$ cat src/hdl/nta_pkg.sv
// ----------------------------------------------------------------------------
// nta_pkg
// Types and constants shared by the neighbor table blocks.
// ----------------------------------------------------------------------------
package nta_pkg;

	// result status codes
	localparam logic [2:0] ST_ADDED     = 3'd0;
	localparam logic [2:0] ST_REFRESHED = 3'd1;
	localparam logic [2:0] ST_SHORT     = 3'd2;
	localparam logic [2:0] ST_BAD_PORT  = 3'd3;
	localparam logic [2:0] ST_OWN_ID    = 3'd4;
	localparam logic [2:0] ST_FULL      = 3'd5;
	localparam logic [2:0] ST_PURGED    = 3'd6;

	// register indexes, taken from paddr[2]
	localparam logic REG_OWN_ID  = 1'b0;
	localparam logic REG_MAX_AGE = 1'b1;

	localparam logic [15:0] MAX_AGE_RESET = 16'd1200;
	localparam logic [7:0]  MIN_PAYLOAD   = 8'd2;
	localparam int          ADDR_W        = 3;

	typedef struct packed {
		logic        action;
		logic [15:0] node_id;
		logic [7:0]  rx_port;
		logic [7:0]  msg_len;
		logic [31:0] now_ms;
	} item_t;

	typedef struct packed {
		logic [2:0] status;
		logic [4:0] live_count;
		logic [4:0] port_count_0;
		logic [4:0] port_count_1;
		logic [4:0] port_count_2;
		logic [4:0] port_count_3;
	} result_t;

	typedef struct packed {
		logic [15:0] own_id;
		logic [15:0] max_age;
	} cfg_t;

endpackage

$ cat src/hdl/neighbor_table_with_aging_top.sv
// ----------------------------------------------------------------------------
// neighbor_table_with_aging_top
// Neighbor table with heartbeat refresh and age based eviction on ticks.
//
//   channel   direction  handshake             beat
//   item      in         item_valid/item_stall one heartbeat or tick
//   result    out        result_valid/stall    status, live and port counts
//   apb       in/out     psel/penable/pready   own id, max age
//
// work between the accepting edge and the edge that loads the output register:
// a rejected heartbeat goes straight to done; a refresh stops at the matching entry;
// a new or dropped id is compared with every live entry, one entry compared per cycle
// tick: walks every live entry from the top down, plus a swap fetch for each evicted
// entry below the current last; the engine is idle again from that loading edge
// reset empties the table at once; item_stall is high while an item is in
// work or its result waits in the engine behind a stalled output register
// ----------------------------------------------------------------------------
module neighbor_table_with_aging_top #(
	parameter int TABLE_DEPTH = 20,
	parameter int RX_PORTS    = 4
) (
	input  logic                        clk,
	input  logic                        arst_n,
	input  logic                        psel,
	input  logic                        penable,
	input  logic                        pwrite,
	input  logic [nta_pkg::ADDR_W-1:0]  paddr,
	input  logic [31:0]                 pwdata,
	output logic [31:0]                 prdata,
	output logic                        pready,
	input  logic                        item_valid,
	output logic                        item_stall,
	input  nta_pkg::item_t              item,
	output logic                        result_valid,
	input  logic                        result_stall,
	output nta_pkg::result_t            result
);
	import nta_pkg::*;

	cfg_t    cfg;
	result_t eng_res;
	result_t result_q;
	logic    result_valid_q;
	logic    eng_idle;
	logic    eng_res_valid;
	logic    start;
	logic    take;

	nta_cfg u_cfg (
		.clk     (clk),
		.arst_n  (arst_n),
		.psel    (psel),
		.penable (penable),
		.pwrite  (pwrite),
		.paddr   (paddr),
		.pwdata  (pwdata),
		.prdata  (prdata),
		.pready  (pready),
		.cfg     (cfg)
	);

	nta_engine #(
		.TABLE_DEPTH (TABLE_DEPTH),
		.RX_PORTS    (RX_PORTS)
	) u_engine (
		.clk       (clk),
		.arst_n    (arst_n),
		.cfg       (cfg),
		.start     (start),
		.item      (item),
		.take      (take),
		.idle      (eng_idle),
		.res_valid (eng_res_valid),
		.res       (eng_res)
	);

	assign item_stall = !eng_idle;
	assign start      = item_valid && eng_idle;
	// output slot frees up when empty or when its beat leaves this cycle
	assign take       = eng_res_valid && (!result_valid_q || !result_stall);

	always_ff @(posedge clk or negedge arst_n) begin
		if (!arst_n) begin
			result_valid_q <= 1'b0;
		end else if (take) begin
			result_valid_q <= 1'b1;
		end else if (!result_stall) begin
			result_valid_q <= 1'b0;
		end
	end

	always_ff @(posedge clk) begin
		if (take) begin
			result_q <= eng_res;
		end
	end

	assign result_valid = result_valid_q;
	assign result       = result_q;

	logic [6:0] port_sum;

	assign port_sum = 7'(result.port_count_0) + 7'(result.port_count_1)
		+ 7'(result.port_count_2) + 7'(result.port_count_3);

	a_busy_after_accept: assert property (@(posedge clk) disable iff (!arst_n)
		item_valid && !item_stall |=> item_stall)
		else $error("engine idle right after accepting an item");

	a_port_sum: assert property (@(posedge clk) disable iff (!arst_n)
		result_valid |-> (RX_PORTS > 4) || (TABLE_DEPTH > 31)
			|| (port_sum == 7'(result.live_count)))
		else $error("port counts do not add up to the live count");

	a_added_nonempty: assert property (@(posedge clk) disable iff (!arst_n)
		result_valid && (result.status == ST_ADDED) |->
			(TABLE_DEPTH > 31) || (result.live_count != '0))
		else $error("entry added but table reported empty");

endmodule

$ cat src/hdl/nta_cfg.sv
// ----------------------------------------------------------------------------
// nta_cfg
// APB register file holding own id and maximum age.
// ----------------------------------------------------------------------------
module nta_cfg (
	input  logic                        clk,
	input  logic                        arst_n,
	input  logic                        psel,
	input  logic                        penable,
	input  logic                        pwrite,
	input  logic [nta_pkg::ADDR_W-1:0]  paddr,
	input  logic [31:0]                 pwdata,
	output logic [31:0]                 prdata,
	output logic                        pready,
	output nta_pkg::cfg_t               cfg
);
	import nta_pkg::*;

	logic [15:0] own_id_q;
	logic [15:0] max_age_q;
	logic        wr_en;

	assign pready = 1'b1;
	assign wr_en  = psel && penable && pwrite;

	always_ff @(posedge clk or negedge arst_n) begin
		if (!arst_n) begin
			own_id_q  <= '0;
			max_age_q <= MAX_AGE_RESET;
		end else if (wr_en) begin
			case (paddr[2])
				REG_OWN_ID: begin
					own_id_q <= pwdata[15:0];
				end
				REG_MAX_AGE: begin
					max_age_q <= pwdata[15:0];
				end
				default: begin
				end
			endcase
		end
	end

	always_comb begin
		case (paddr[2])
			REG_OWN_ID: begin
				prdata = {16'd0, own_id_q};
			end
			REG_MAX_AGE: begin
				prdata = {16'd0, max_age_q};
			end
			default: begin
				prdata = '0;
			end
		endcase
	end

	assign cfg.own_id  = own_id_q;
	assign cfg.max_age = max_age_q;

endmodule

$ cat src/hdl/nta_engine.sv
// ----------------------------------------------------------------------------
// nta_engine
// Table memory, sequencer for search, append and purge, and port counters.
// ----------------------------------------------------------------------------
module nta_engine #(
	parameter int TABLE_DEPTH = 20,
	parameter int RX_PORTS    = 4
) (
	input  logic               clk,
	input  logic               arst_n,
	input  nta_pkg::cfg_t      cfg,
	input  logic               start,
	input  nta_pkg::item_t     item,
	input  logic               take,
	output logic               idle,
	output logic               res_valid,
	output nta_pkg::result_t   res
);
	import nta_pkg::*;

	localparam int IDX_W  = (TABLE_DEPTH > 1) ? $clog2(TABLE_DEPTH) : 1;
	localparam int CNT_W  = $clog2(TABLE_DEPTH + 1);
	localparam int PORT_W = (RX_PORTS > 1) ? $clog2(RX_PORTS) : 1;

	typedef struct packed {
		logic [15:0]       id;
		logic [31:0]       seen;
		logic [PORT_W-1:0] port;
	} entry_t;

	typedef enum logic [4:0] {
		S_IDLE   = 5'b00001,
		S_SEARCH = 5'b00010,
		S_CHECK  = 5'b00100,
		S_MOVE   = 5'b01000,
		S_DONE   = 5'b10000
	} state_t;

	entry_t entry_mem [TABLE_DEPTH];
	entry_t rd_data_q;
	entry_t wr_data;
	logic [IDX_W-1:0] rd_addr;
	logic [IDX_W-1:0] wr_addr;
	logic             wr_en;

	state_t            state_q, state_d;
	logic [2:0]        status_q, status_d;
	logic [CNT_W-1:0]  count_q, count_d;
	logic [CNT_W-1:0]  iss_q, iss_d;
	logic              cmp_vld_q, cmp_vld_d;
	logic [IDX_W-1:0]  cmp_idx_q, cmp_idx_d;
	logic [IDX_W-1:0]  k_q, k_d;
	logic [15:0]       sender_q, sender_d;
	logic [PORT_W-1:0] port_q, port_d;
	logic [31:0]       now_q, now_d;
	logic [CNT_W-1:0]  port_cnt_q [RX_PORTS];

	logic              inc_en;
	logic              dec_en;
	logic [PORT_W-1:0] dec_port;
	logic [31:0]       age;
	logic              stale;
	logic              k_is_last;
	logic              hit;
	logic              adv;

	assign age       = now_q - rd_data_q.seen;
	assign stale     = age > {16'd0, cfg.max_age};
	assign k_is_last = (CNT_W'(k_q) == count_q - CNT_W'(1));
	assign hit       = cmp_vld_q && (rd_data_q.id == sender_q);

	always_comb begin
		state_d   = state_q;
		status_d  = status_q;
		count_d   = count_q;
		iss_d     = iss_q;
		cmp_vld_d = cmp_vld_q;
		cmp_idx_d = cmp_idx_q;
		k_d       = k_q;
		sender_d  = sender_q;
		port_d    = port_q;
		now_d     = now_q;
		rd_addr   = IDX_W'(iss_q);
		wr_en     = 1'b0;
		wr_addr   = cmp_idx_q;
		wr_data   = '{id: sender_q, seen: now_q, port: port_q};
		inc_en    = 1'b0;
		dec_en    = 1'b0;
		dec_port  = rd_data_q.port;
		adv       = 1'b0;
		case (state_q)
			S_IDLE: begin
				if (start) begin
					sender_d  = item.node_id;
					port_d    = PORT_W'(item.rx_port);
					now_d     = item.now_ms;
					iss_d     = '0;
					cmp_vld_d = 1'b0;
					if (item.action) begin
						status_d = ST_PURGED;
						if (count_q == '0) begin
							state_d = S_DONE;
						end else begin
							// first read of the walk from the top entry down
							k_d     = IDX_W'(count_q - CNT_W'(1));
							rd_addr = IDX_W'(count_q - CNT_W'(1));
							state_d = S_CHECK;
						end
					end else if (item.msg_len < MIN_PAYLOAD) begin
						status_d = ST_SHORT;
						state_d  = S_DONE;
					end else if (item.rx_port >= 8'(RX_PORTS)) begin
						status_d = ST_BAD_PORT;
						state_d  = S_DONE;
					end else if (item.node_id == cfg.own_id) begin
						status_d = ST_OWN_ID;
						state_d  = S_DONE;
					end else begin
						state_d = S_SEARCH;
					end
				end
			end
			S_SEARCH: begin
				if (hit) begin
					wr_en    = 1'b1;
					wr_addr  = cmp_idx_q;
					inc_en   = 1'b1;
					dec_en   = 1'b1;
					status_d = ST_REFRESHED;
					state_d  = S_DONE;
				end else if (!cmp_vld_q && (iss_q == count_q)) begin
					// every entry compared, no match
					if (count_q >= CNT_W'(TABLE_DEPTH)) begin
						status_d = ST_FULL;
					end else begin
						wr_en    = 1'b1;
						wr_addr  = IDX_W'(count_q);
						inc_en   = 1'b1;
						count_d  = count_q + CNT_W'(1);
						status_d = ST_ADDED;
					end
					state_d = S_DONE;
				end else if (iss_q != count_q) begin
					rd_addr   = IDX_W'(iss_q);
					iss_d     = iss_q + CNT_W'(1);
					cmp_vld_d = 1'b1;
					cmp_idx_d = IDX_W'(iss_q);
				end else begin
					cmp_vld_d = 1'b0;
				end
			end
			S_CHECK: begin
				if (stale) begin
					dec_en  = 1'b1;
					count_d = count_q - CNT_W'(1);
					if (!k_is_last) begin
						// fetch the last entry to fill the freed slot
						rd_addr = IDX_W'(count_q - CNT_W'(1));
						state_d = S_MOVE;
					end else begin
						adv = 1'b1;
					end
				end else begin
					adv = 1'b1;
				end
			end
			S_MOVE: begin
				wr_en   = 1'b1;
				wr_addr = k_q;
				wr_data = rd_data_q;
				adv     = 1'b1;
			end
			S_DONE: begin
				if (take) begin
					state_d = S_IDLE;
				end
			end
			default: begin
				state_d = S_IDLE;
			end
		endcase
		if (adv) begin
			if (k_q == '0) begin
				state_d = S_DONE;
			end else begin
				k_d     = k_q - IDX_W'(1);
				rd_addr = k_q - IDX_W'(1);
				state_d = S_CHECK;
			end
		end
	end

	always_ff @(posedge clk) begin
		if (wr_en) begin
			entry_mem[wr_addr] <= wr_data;
		end
		rd_data_q <= entry_mem[rd_addr];
	end

	always_ff @(posedge clk or negedge arst_n) begin
		if (!arst_n) begin
			state_q   <= S_IDLE;
			count_q   <= '0;
			iss_q     <= '0;
			cmp_vld_q <= 1'b0;
		end else begin
			state_q   <= state_d;
			count_q   <= count_d;
			iss_q     <= iss_d;
			cmp_vld_q <= cmp_vld_d;
		end
	end

	always_ff @(posedge clk) begin
		status_q  <= status_d;
		cmp_idx_q <= cmp_idx_d;
		k_q       <= k_d;
		sender_q  <= sender_d;
		port_q    <= port_d;
		now_q     <= now_d;
	end

	// a refresh on the same port cancels its own increment and decrement
	always_ff @(posedge clk or negedge arst_n) begin
		if (!arst_n) begin
			for (int p = 0; p < RX_PORTS; p++) begin
				port_cnt_q[p] <= '0;
			end
		end else begin
			for (int p = 0; p < RX_PORTS; p++) begin
				port_cnt_q[p] <= port_cnt_q[p]
					+ CNT_W'(inc_en && (port_q == PORT_W'(p)))
					- CNT_W'(dec_en && (dec_port == PORT_W'(p)));
			end
		end
	end

	logic [4:0] rep_cnt [4];

	for (genvar i = 0; i < 4; i++) begin : g_rep
		if (i < RX_PORTS) begin : g_live
			assign rep_cnt[i] = 5'(port_cnt_q[i]);
		end else begin : g_none
			assign rep_cnt[i] = '0;
		end
	end

	assign idle             = (state_q == S_IDLE);
	assign res_valid        = (state_q == S_DONE);
	assign res.status       = status_q;
	assign res.live_count   = 5'(count_q);
	assign res.port_count_0 = rep_cnt[0];
	assign res.port_count_1 = rep_cnt[1];
	assign res.port_count_2 = rep_cnt[2];
	assign res.port_count_3 = rep_cnt[3];

endmodule

$ cat config.mk
export PLATFORM = sky130hd
export DESIGN_NAME = neighbor_table_with_aging_top
export DESIGN_NICKNAME = d
export VERILOG_FILES = /design/src/hdl/nta_pkg.sv /design/src/hdl/neighbor_table_with_aging_top.sv /design/src/hdl/nta_cfg.sv /design/src/hdl/nta_engine.sv
export SDC_FILE = /design/constraint.sdc
export NUM_CORES = 2
export LEC_CHECK = 0
export ABC_CLOCK_PERIOD_IN_PS = 6600
export BUFFER_PORTS_ARGS = -buffer_cell sky130_fd_sc_hd__buf_2
export CORE_UTILIZATION = 40
export CTS_CLUSTER_SIZE = 20
export DETAILED_ROUTE_END_ITERATION = 16
export PLACE_DENSITY_LB_ADDON = 0.2
export SETUP_SLACK_MARGIN = 0.05
export SLEW_MARGIN = 20
export SYNTH_ARGS = -nofsm -noshare
export SYNTH_HDL_FRONTEND = slang
export SYNTH_SLANG_ARGS = --single-unit
$ cat constraint.sdc
create_clock -name clk -period 6.6 [get_ports clk]
set_input_delay 0.66 -clock clk [delete_from_list [all_inputs] [get_ports clk]]
set_output_delay 0.66 -clock clk [all_outputs]
set_load 0.02 [all_outputs]
# == Word-level counts from Yosys, hierarchy flattened ==
# Memory sizes are Yosys's and may differ from the RTL's. A register that Yosys moved wholly into a read port is not among the register bits.
# Cells that the tools add are included.
# word_totals
inputBits,107
ram_bits,1000
ff_bits,160
out_inout_bits,63
memories,1
word_cells,183
# memory_table
memory,depth,width,rd,rd_clocked_by_memory_dff,write_ports,line,text
u_engine.entry_mem,20,50,1,1,1,nta_engine.sv:39,entry_t entry_mem [TABLE_DEPTH];
# op_classes
mux,73
bitwise_logic,3
add_sub_neg,13
n_reduce_logical,34
n_lt_le_gt_ge,4
eq_ne,32
# op_table
cell,n
5-bit 2-to-1 mux,37
32-bit case mux with 2 select lines,1
50-bit 2-to-1 mux,1
5-bit case mux with 2 select lines,4
16-bit equality test,2
32-bit by 16-bit > comparator with 1-bit output,1
32-bit subtractor,1
5-bit case mux with 5 select lines,1
3-bit 2-to-1 mux,8
5-bit by 1-bit adder with 5-bit output,4
5-bit by 1-bit subtractor with 5-bit output,4
1-bit 2-to-1 mux,16
1-bit logical AND,14
2-bit by 1-bit != test with 1-bit output (second input constant),6
3-bit by 1-bit != test with 1-bit output (second input constant),4
4-bit AND reduction,3
5-bit by 1-bit adder with 5-bit output (second input constant),2
5-bit equality test,2
5-bit logical NOT,2
5-bit AND reduction,2
5-bit by 1-bit subtractor with 5-bit output (second input constant),2
2-bit equality test (second input constant),4
8-bit by 3-bit greater-or-equal comparator with 1-bit output (second input constant),1
8-bit by 2-bit < comparator with 1-bit output (second input constant),1
21 further kinds,36

# == Depth between registers and ports, before layout ==
# logic_depth
ltp_word,8
depth_mapped,32
ltp_nobuf,31

# == Modules after synthesis ==
# From an unflattened synthesis, not the netlist that was laid out.
# hier_totals
hier_cells,3666
hier_area_um2,52086.2
# by_module_without_submodules
mod,cells_per_inst,seq_area_each_um2,n_inst,area_per_inst_um2
nta_engine,3528,33773.6,1,49588.8
nta_cfg,105,805.8,1,1602.8
neighbor_table_with_aging_top,33,865.8,1,894.6

# == Worst setup path before layout ==
# Ideal clock, no wire load.
# synth_timing
path_kind,reg-to-reg
start,register u_engine.now_q[0]
end,"register u_engine.port_cnt_q, in the netlist u_engine.res[19]"
required_time_ns,6.476
period_less_slack_ns,5.786
path_slack_ns,0.814
arrival_ns,5.662
stages_incl_launch_ff,30
setup_ns,0.124
path_buffers,1
cell_sequence,edfxtp_1 > inv_1 > ha_1 > fa_1 > nand2b_1 > a21oi_1 > o21a_1 > inv_1 > o21ai_0 > xor2_1 > ha_1 > and4_1 > nand2_1 > nor4_1 > a211oi_1 > a311oi_1 > nand4_1 > or4_4 > or3_1 > buf_2 > nand2_1 > o21ai_0 > nor3b_1 > ha_1 > inv_1 > ha_1 > fa_1 > a21o_1 > a21oi_1 > xnor2_1
# synth_between
elab_chain_len,6
# synth_lines
item,line,text
from (decl),nta_engine.sv:55,"logic [31:0] now_q, now_d;"
from (signal assigned),nta_engine.sv:220,now_q <= now_d;
32-bit subtractor,nta_engine.sv:67,assign age = now_q - rd_data_q.seen;
32-bit by 16-bit > comparator with 1-bit output,nta_engine.sv:68,"assign stale = age > {16'd0, cfg.max_age};"
1-bit 2-to-1 mux,nta_engine.sv:153,if (stale) begin
1-bit case mux with 2 select lines,nta_engine.sv:91,case (state_q)
1-bit logical AND,nta_engine.sv:233,- CNT_W'(dec_en && (dec_port == PORT_W'(p)));
5-bit by 1-bit subtractor with 5-bit output,nta_engine.sv:233,
"to (signal, indexed assignment)",nta_engine.sv:231,port_cnt_q[p] <= port_cnt_q[p]
to (decl),nta_engine.sv:56,logic [CNT_W-1:0] port_cnt_q [RX_PORTS];
# Every way passes these cells.
# A chain may end at the register's enable or synchronous reset.

# == Worst setup path after layout ==
# layout_timing
start,register u_engine.now_q[0]
end,register u_engine.rd_data_q[19] (netlist name)
# layout_between
elab_chain_len,6
elab_cells_between_ends,8
classes_between,add/sub: 1; order compare: 1; mux: 6
# layout_lines
item,line,text
32-bit subtractor *,nta_engine.sv:67,
32-bit by 16-bit > comparator with 1-bit output *,nta_engine.sv:68,
5-bit 2-to-1 mux,nta_engine.sv:153,
5-bit case mux with 2 select lines,nta_engine.sv:91,
5-bit 2-to-1 mux,nta_engine.sv:183,if (k_q == '0) begin
5-bit 2-to-1 mux *,nta_engine.sv:182,if (adv) begin
# Every way passes the cells marked *; elsewhere a longest branch is shown, timed or not.

==> impl_results.md <==
* Gr ovfl total at 0
* Slowest stage delay, CP at 0.50 ns
* Final setup violation count at 0
* Critical Path End Type: flip-flop
* Number of core rows at 128
* Run status: completed
* CTS tree: done
* RSZ-0062 raised after global routing: false
* Count of different cell masters after synthesis at 87
* Ys flop type: edfxtp_1
* Slew headroom at 26.43%
* Final #Nets at roughly 3200
* Final Max Tran Viols at 0
* Drt total wl at around 130000 µm
* Vias in the first global route at 27290
* Ys Warns at 0
* Maxcap violations at 0
* Core ar. at roughly 120000 µm²
* WP data arrival at 6.92 ns
* Met1 usage at between 20% and 30%
* Clock latency on the worst-skew pair at 0.73 ns
* P_leak at slightly below 0.02 µW
* Max VDD drop at 243.8 µV
* Final Hold Vio Count at 0
* Period minus WS final at 6.260 ns
* Setup crit start: u_engine.now_q[0]$_DFFE_PP_
* Via Count at 26510
* Worst r2r src: u_engine.now_q[0]$_DFFE_PP_
* Async SR Flop Fraction at 5.702%
* Fillers at 10240
* Met3 Use GR at between 4 and 5%
* Seq/Total Area, Yosys at 72.10%
* DIE AREA at 124300 µm²
* Crit-path max FO at 49
* Worst Hold Launch: item[17]
* Antenna-violating nets left at 0
* Remaining DRCs at 0
* CP top delay family: simple AND/OR/NAND/NOR gates
* Area leader, netlist: edfxtp_1
* Power density over cell area at 358.8 nW/µm²
* Critical Path Slowest Stage Cell: or4_4
* Cell with the most instances after synthesis: edfxtp_1
* Drt wl/cell at 27.35 µm
* Starting Density at between 40% and 50%
* Final period util at 94.85%
* Sink Count at around 1200
* Setup Total Neg Slack at 0 ns
* CP startpoint kind: flip-flop
* Vias per cell at around 5.6
* Worst hold margin at around 0.11 ns
* I/O Buffers at 133
* Overall die width at between 300 and 400 µm
* Crit path top cell by count: buf_12
* Dpl hpwl at 74910 µm
* Fmax at 0.1597 GHz
* Number of synthesized flops with an enable pin at roughly 1100
* CTS Buf Count at about 120
* Crit Path Class: flip-flop to flip-flop
* Detailed Route Iter0 Violations at around 2400
* Gr usage total at between 20% and 30%
* Layout cells sized above 1 at 26.44%
* GRT Max-Usage Layer: met2
* CP Buf/Inv Count at 6
* Htree depth at 3
* WP data required at 7.26 ns
* First-pass GRT wire length at between 150000 and 200000 µm
* Area growth from synthesis to layout at 16.69%
* Clock Pin Slew Worst Setup and Hold Paths at 0.06 ns
* Most frequent cells after synthesis: edfxtp_1 (1086), mux4_2 (246), nand2_1 (215)
* Gpl congestion at 0.8745
* Largest net degree at the start of global routing at 70
* Area of the multi-input gates at 13000 µm²
* #FFs+latches synth at 1210
* Synth top area share at 66.33%
* Die Span Y at approximately 350 µm
* Detailed Routing Iterations Pass 1 at 5
* Syn avg cell area at between 15 and 20 µm²
* Clock tree buffer depth at 3
* Gate Count Post-Synth at about 2700
* I/O pin count at 170
* Worst slew pin tran at 1.104 ns
* Worst hold path class: input port to flip-flop
* Initial antenna violation count at 8
* Met2 Use GR at around a third
* Post-Syn Area at a little under 50000 µm²
* FF/Latch Area at 35450 µm²
* Setup Skew at between 0.03 and 0.04 ns
* Ranking of synthesized cells by area: edfxtp_1 (66%), mux4_2 (11%), dfrtp_1 (3.3%)
* Clock root cell: clkbuf_16
## registers in the layout, summed over array words and instances (netlist names)
name	flops
u_engine.entry_mem	1000
u_engine.rd_data_q	48
u_engine.now_q	32
result	28
u_engine.res	20
u_cfg.max_age_q	16
u_cfg.own_id_q	16
u_engine.sender_q	16
u_engine.cmp_idx_q	5
u_engine.count_q	5
u_engine.iss_q	5
u_engine.k_q	5
u_engine.state_q	5
u_engine.status_q	3
u_engine.dec_port	2
u_engine.port_q	2
result_valid	1
u_engine.cmp_vld_q	1
## routing by layer
layer	part of all wire (%)	vias to the layer above
li1	-	11420
met1	43	14000
met2	48	902
met3	7.0	178
met4	2.5	2
met5	0.015	-
## worst reg2reg max path, stage by stage (launching register included)
cell and delay (ns):
edfxtp_1 0.32, inv_1 0.05, ha_1 0.22, fa_1 0.43, nand2b_1 0.20, a21oi_2 0.18
o21a_1 0.17, inv_1 0.04, o21ai_1 0.15, xor2_1 0.10, ha_1 0.31, and4_4 0.22
nand2_1 0.11, nor4_4 0.29, a211oi_1 0.10, a311oi_1 0.26, nand4_1 0.11, or4_4 0.50
or3_4 0.41, buf_4 0.17, a211oi_1 0.36, o31ai_4 0.11, buf_12 0.22, buf_12 0.21
nor3_2 0.18, buf_12 0.40, a22oi_1 0.25, nand3_1 0.12
## area by class of cell
| class | instances | share of cell area (%) |
|---|---|---|
| Tap cell | 1625 | 3.544 |
| Antenna cell | 5 | 0.02181 |
| Multi-Input combinational cell | 1315 | 22.65 |
| Inverter | 92 | 0.6019 |
| Clock inverter | 73 | 1.520 |
| Timing Repair Buffer | 261 | 4.035 |
| Clock buffer | 158 | 5.841 |
| Sequential cell | 1210 | 61.78 |
## cells by family after synthesis
family	after synthesis	share of synthesized area [%]
DFF	1210	72.10
and+or+nand+nor	479	4.545
AOI/OAI and AO/OA	340	4.746
muxes	313	12.76
buffers and inverters	232	2.214
xor gates and xnor gates	89	1.586
adders and majority gates	77	2.036
other	2	0.01528
## where the power goes
group / internal, µW / switching [µW]
sequential: 8980 / 258
clock: 4230 / 2970
combinational: 1660 / 2490
## cell usage in the layout, fill, tap and decap left out, types with 9 or more instances in the layout
cell type  count
clkbuf_1      22
buf_2        132
clkinv_2      30
a21oi_1       51
buf_4         74
ha_1          69
a211oi_1      10
clkinv_1      11
nand4_1       25
mux4_2       246
edfxtp_1    1086
bufinv_16     16
mux2i_1       17
nand2b_1      11
inv_1         90
nor4_1        10
nor3_1        14
nor2_4        20
a21o_1        28
clkbuf_8      12
nand2_1      214
o211ai_1      15
a22oi_1      103
xor2_1        36
buf_12        53
nand3_1       69
conb_1        17
o21ai_0       52
dfrtp_1       64
mux2_2        48
xnor2_1       53
clkbuf_16    124
nor2_1        59
o21a_1         9
dfxtp_1       55
## stage by stage
step | setup slack, ns | area (µm²) | util, % | cells | power, µW
after floorplan | 0.8139 | 49220 | - | 2757 | 12040
after global placement | 0.1300 | 52980 | 43.47 | 4499 | 13380
after detailed placement | 0.1567 | 52980 | 43.47 | 4499 | 13460
after CTS | 0.1134 | 57200 | 46.94 | 4730 | 20660
after global routing | 0.08353 | 57360 | 47.06 | 4734 | 21380
final | 0.3400 | 57370 | 47.07 | 4739 | 20580
## repair_timing
item                                    CTS  global route
gates resized for setup                   0            18
endpoints found under the setup margin    0            59
buffers inserted                          0             2
endpoints found under the hold margin     0            21
hold buffers                              0             1
## path summary, 6_finish.rpt
check,end,slack (ns),cells after the start
worst max register to register,u_engine.rd_data_q[19]$_DFF_P_,0.34,27
worst max-delay path,u_engine.rd_data_q[19]$_DFF_P_,0.34,27
min in group asynchronous,u_engine.res[19]$_DFF_PN0_,0.40,2
worst min-delay path,u_engine.now_q[17]$_DFFE_PP_,0.11,1
worst min register to register,result[25]$_DFFE_PP_,0.42,0
max in group asynchronous,u_cfg.max_age_q[10]$_DFFE_PN1P_,5.55,3
No activity file was read; power rests on OpenSTA's default activity.
